## src/design/lrukf_pkg.sv

```systemverilog
// Shared constants, codes and types for the LRU-K frame replacer.
// No dependencies; imported by lrukf_victim_sel, lru_k_frame_replacer and the testbench.
package lrukf_pkg;

    localparam int NUM_FRAMES = 64;
    localparam int FRAME_W    = $clog2(NUM_FRAMES);
    localparam int MAX_K      = 4;
    localparam int SLOT_W     = $clog2(MAX_K);
    localparam int FILL_W     = $clog2(MAX_K + 1);
    localparam int STAMP_W    = 32;
    localparam int ADDR_W     = FRAME_W + SLOT_W;
    localparam int COUNT_W    = 7;
    localparam int LIMIT_W    = 7;
    localparam int DEPTH_W    = 3;
    localparam int KIND_W     = 2;
    localparam int CFG_IDX_W  = 1;
    localparam int CFG_DATA_W = 7;

    typedef enum logic [KIND_W-1:0] {
        KIND_ACCESS = 2'd0,
        KIND_MARK   = 2'd1,
        KIND_VICTIM = 2'd2,
        KIND_REMOVE = 2'd3
    } kind_t;

    localparam logic [CFG_IDX_W-1:0] CFG_FRAME_LIMIT   = 1'b0;
    localparam logic [CFG_IDX_W-1:0] CFG_HISTORY_DEPTH = 1'b1;

    typedef struct packed {
        logic               short_found;
        logic [FRAME_W-1:0] short_frame;
        logic               full_found;
        logic [FRAME_W-1:0] full_frame;
    } sel_result_t;

endpackage

```

## src/design/lrukf_victim_sel.sv

```systemverilog
// Victim selection: keeps the best candidate of each class with one comparator.
// Depends on lrukf_pkg.
module lrukf_victim_sel (
    input  logic                               clk,
    input  logic                               rst_n,
    input  logic                               clear,
    input  logic                               valid,
    input  logic [lrukf_pkg::FRAME_W-1:0]      cand_frame,
    input  logic                               cand_full,
    input  logic [lrukf_pkg::STAMP_W-1:0]      cand_key,
    output lrukf_pkg::sel_result_t             result
);
    import lrukf_pkg::*;

    logic               short_found_reg, short_found_next;
    logic               full_found_reg, full_found_next;
    logic [FRAME_W-1:0] short_frame_reg, short_frame_next;
    logic [FRAME_W-1:0] full_frame_reg, full_frame_next;
    logic [STAMP_W-1:0] short_key_reg, short_key_next;
    logic [STAMP_W-1:0] full_key_reg, full_key_next;
    logic               cur_found;
    logic [STAMP_W-1:0] cur_key;
    logic               take;

    always_comb
    begin
        cur_found = cand_full ? full_found_reg : short_found_reg;
        cur_key   = cand_full ? full_key_reg : short_key_reg;
        take      = valid && (!cur_found || (cand_key < cur_key));

        short_found_next = short_found_reg;
        short_frame_next = short_frame_reg;
        short_key_next   = short_key_reg;
        full_found_next  = full_found_reg;
        full_frame_next  = full_frame_reg;
        full_key_next    = full_key_reg;
        if (clear)
        begin
            short_found_next = 1'b0;
            full_found_next  = 1'b0;
        end
        else if (take)
        begin
            if (cand_full)
            begin
                full_found_next = 1'b1;
                full_frame_next = cand_frame;
                full_key_next   = cand_key;
            end
            else
            begin
                short_found_next = 1'b1;
                short_frame_next = cand_frame;
                short_key_next   = cand_key;
            end
        end
    end

    always_ff @(posedge clk or negedge rst_n)
    begin
        if (!rst_n)
        begin
            short_found_reg <= 1'b0;
            full_found_reg  <= 1'b0;
        end
        else
        begin
            short_found_reg <= short_found_next;
            full_found_reg  <= full_found_next;
        end
    end

    always_ff @(posedge clk)
    begin
        short_frame_reg <= short_frame_next;
        short_key_reg   <= short_key_next;
        full_frame_reg  <= full_frame_next;
        full_key_reg    <= full_key_next;
    end

    assign result.short_found = short_found_reg;
    assign result.short_frame = short_frame_reg;
    assign result.full_found  = full_found_reg;
    assign result.full_frame  = full_frame_reg;

    a_clear_empties: assert property (@(posedge clk) disable iff (!rst_n)
        clear |=> !short_found_reg && !full_found_reg)
        else $error("selector not emptied by clear");

    a_found_sticky: assert property (@(posedge clk) disable iff (!rst_n)
        !clear && short_found_reg |=> short_found_reg)
        else $error("short-history candidate lost during scan");

    a_take_sets: assert property (@(posedge clk) disable iff (!rst_n)
        !clear && valid && cand_full |=> full_found_reg)
        else $error("full-history candidate not recorded");

endmodule

```

## config.mk

```make
export PLATFORM = sky130hd
export DESIGN_NAME = lrukf_victim_sel
export DESIGN_NICKNAME = d
export VERILOG_FILES = /design/src/design/lrukf_pkg.sv /design/src/design/lrukf_victim_sel.sv
export SDC_FILE = /design/constraint.sdc
export NUM_CORES = 1
export LEC_CHECK = 0
export ABC_AREA = 1
export BUFFER_PORTS_ARGS = -buffer_cell sky130_fd_sc_hd__buf_4
export CAP_MARGIN = 25
export CORE_MARGIN = 3
export CORE_UTILIZATION = 55
export DETAILED_ROUTE_END_ITERATION = 16
export PLACE_DENSITY = 0.78
export SLEW_MARGIN = 20
export SYNTH_ARGS = -nofsm -noshare
export SYNTH_HDL_FRONTEND = slang
export SYNTH_SLANG_ARGS = --single-unit
```

## constraint.sdc

```tcl
create_clock -name clk -period 3 [get_ports clk]
set_input_delay 0.15 -clock clk [delete_from_list [all_inputs] [get_ports clk]]
set_output_delay 0.15 -clock clk [all_outputs]
set_load 0.005 [all_outputs]
```

==> impl_results.md <==
- Outcome: completed
- Avg Vias per Cell: 5.12
- Die width: 85.0 µm
- Residual DRC: 0
- Post-Syn Nets: 304
- Largest net degree at the start of global routing: 39
- Initial antenna violation count: 0
- Peak fanout along the critical path: 38
- Placed cell count: 357
- Sum Neg Setup Slack: 0 ps
- Pwr Density: 535 nW/µm²
- Peak supply drop: 499 µV
- Lkg Pwr: 0.00191 µW
- Gr ovfl total: 0
- Hold Violations, Final: 0
- Full die area: 7230 µm²
- Area Growth Syn to Fin: 33.0%
- Commonest non-fill, non-tap cell in the layout: edfxtp_1
- Router iterations before antenna repair: 4
- Gr busiest metal: met2
- WL final: 6.05 mm
- Crit-path max cell delay: 460 ps
- M3 GR Usage: 4.27%
- Placed Area: 3950 µm²
- GRT Total Usage: 17.6%
- Clock Skew: 13.7 ps
- TritonCTS clock tree: built
- Tmin final: 2320 ps
- Core box area: 5990 µm²
- GRT met1 Usage: 22.1%
- RSZ-0062 raised after global routing: no
- GPL Wtd Cong: 0.811
- CTS Hold Bufs: 34
- CP cell instances: buf_4, mux2i_1, ha_1, a21oi_1, o21ai_0, a21oi_1, nand2_1, nand2_1, nand2_1, nand2_1, nand3_1, inv_1, buf_12
- Worst-margin pin slew: 587 ps
- CTS max path bufs: 2
- Part of the cycle the worst path needs: 77.3%
- Inserted Diodes: 0
- DR WL/cell: 14.7 µm
- FMAX: 0.431 GHz
- Row cnt: 28
- Total CTS buffers: 9
- Max-Cap Viols: 0
- Post-route cell area: 4570 µm²
- Initial Util: 57.3%
- Met2 Use GR: 28.6%
- Multi-input logic area: 1020 µm²
- First-pass GRT wire length: 9.72 mm
- CTS H-tree depth: 3
- Post-cts sizing count: 0
- IO Pins: 57
- Mapped Avg Cell Area: 14.9 µm²
- Seq/Total Area, Yosys: 67.9%
- Relative slew slack: 60.9%
- Clock Latency Late Sink: 350 ps
- Critical path data arrival time: 2350 ps
- Vias in the first global route: 2,102
- Seq cells post-synth: 78
- Via count of the routed design: 2,098
- Layout Nets: 404
- Crit start category: input pin
- Layout Cells excl Fill: 410
- Clk slew on worst S/H paths: 80 ps
- Cell area after synthesis: 3430 µm²
- Commonest cells after routing, fill and taps aside: 76 x edfxtp_1, 56 x buf_4, 37 x dlygate4sd3_1
- Clock sinks: 78
- Worst setup EP type: flip-flop
- Critical Path RT: 3040 ps
- CTS root buffer: clkbuf_8
- Netlist cell types: 20
- Antenna violation net count after detailed routing: 0
- Layout filler cell count: 364
- Top Family by Delay on Critical Path: buffers and inverters
- FF/Latch Area: 2330 µm²
- Die height: 85.0 µm
- Detailed placement HPWL: 3.68 mm
- First DRT Iteration DRCs: 103
- Critical path class: input pin to flip-flop
- Cell count after synthesis: 230
- Most frequent CP cell: nand2_1
- Worst path slowest cell: buf_4
- Post-CTS Setup Bufs: 0
- Critical path buffer and inverter count: 3
- Layout cell share with drive strength beyond 1: 22.7%
- Worst Hold Class: input pin to flip-flop
- Max-slew violations: 0
- Final setup fails: 0
- PortBufs: 56
- Total of warnings raised by yosys: 0
[area by class of cell]
type	count	area share (%)
clock inverters	7	2.66
well taps	75	2.06
inverters	12	0.987
multi-input cells	134	22.3
repair buffers	95	18.2
flip-flops and latches	78	51.1
clock buffers	9	2.71
[per-layer routing]
layer / vias up / share of wire, % / wire length (µm)
met5: - / 0 / 0
met4: 0 / 1.6 / 95
met3: 10 / 4.5 / 275
met2: 47 / 51 / 3090
met1: 981 / 43 / 2580
li1: 1060 / - / -
[logic make-up after synthesis]
| logic type | count (synthesis) | share of synthesized area (%) |
|---|---|---|
| AND/OR/NAND/NOR | 49 | 5.76 |
| adder cells (fa/ha/maj) | 31 | 11.3 |
| AO/OA/AOI/OAI | 23 | 3.57 |
| buffers and inverters | 18 | 2.40 |
| flip-flops | 78 | 67.9 |
| multiplexers | 31 | 9.04 |
[cell usage after synthesis, drive strengths merged]
library cell  count  area (µm²)
edfxtp           76        2280
nand2            34         128
ha               31         388
mux2i            31         310
a21oi            16        80.1
inv              11        41.3
buf               6        37.5
nor2              6        22.5
nand3             5        25.0
o21ai             4        20.0
dfrtp             2        50.1
nor3              2        10.0
o211ai            2        15.0
a211oi            1        7.51
and3              1        6.26
clkinv            1        3.75
nand4             1        6.26
[stage by stage]
stage                     hold WS (ps)  total power, µW  setup WS, ps  utilization, %
after floorplan                   -146             1390           135               -
after global placement           -68.2             1480           396            65.9
after detailed placement         -67.4             1490           336            65.9
after CTS                        0.708             2450           698            75.7
after global routing              1.79             2530           536            76.2
final                             20.7             2440           682            76.2
[path summary, 6_finish.rpt]
path,from,endpoint,slack [ps],depth (start not counted)
max,cand_full,short_key_reg[6],680,13
min,cand_key[23],short_key_reg[23],20,1
max reg2reg,full_key_reg[9],short_key_reg[6],730,12
min reg2reg,full_found_reg,full_found_reg,530,2
max in group asynchronous,rst_n,full_found_reg,2800,2
min in group asynchronous,rst_n,short_found_reg,120,2
[power by group]
group          leakage, µW  internal, µW  switching (µW)
registers         0.000723          1240            9.80
clock network     0.000112           555             384
logic              0.00108           136             122
Power figures use the tool's default switching activity.
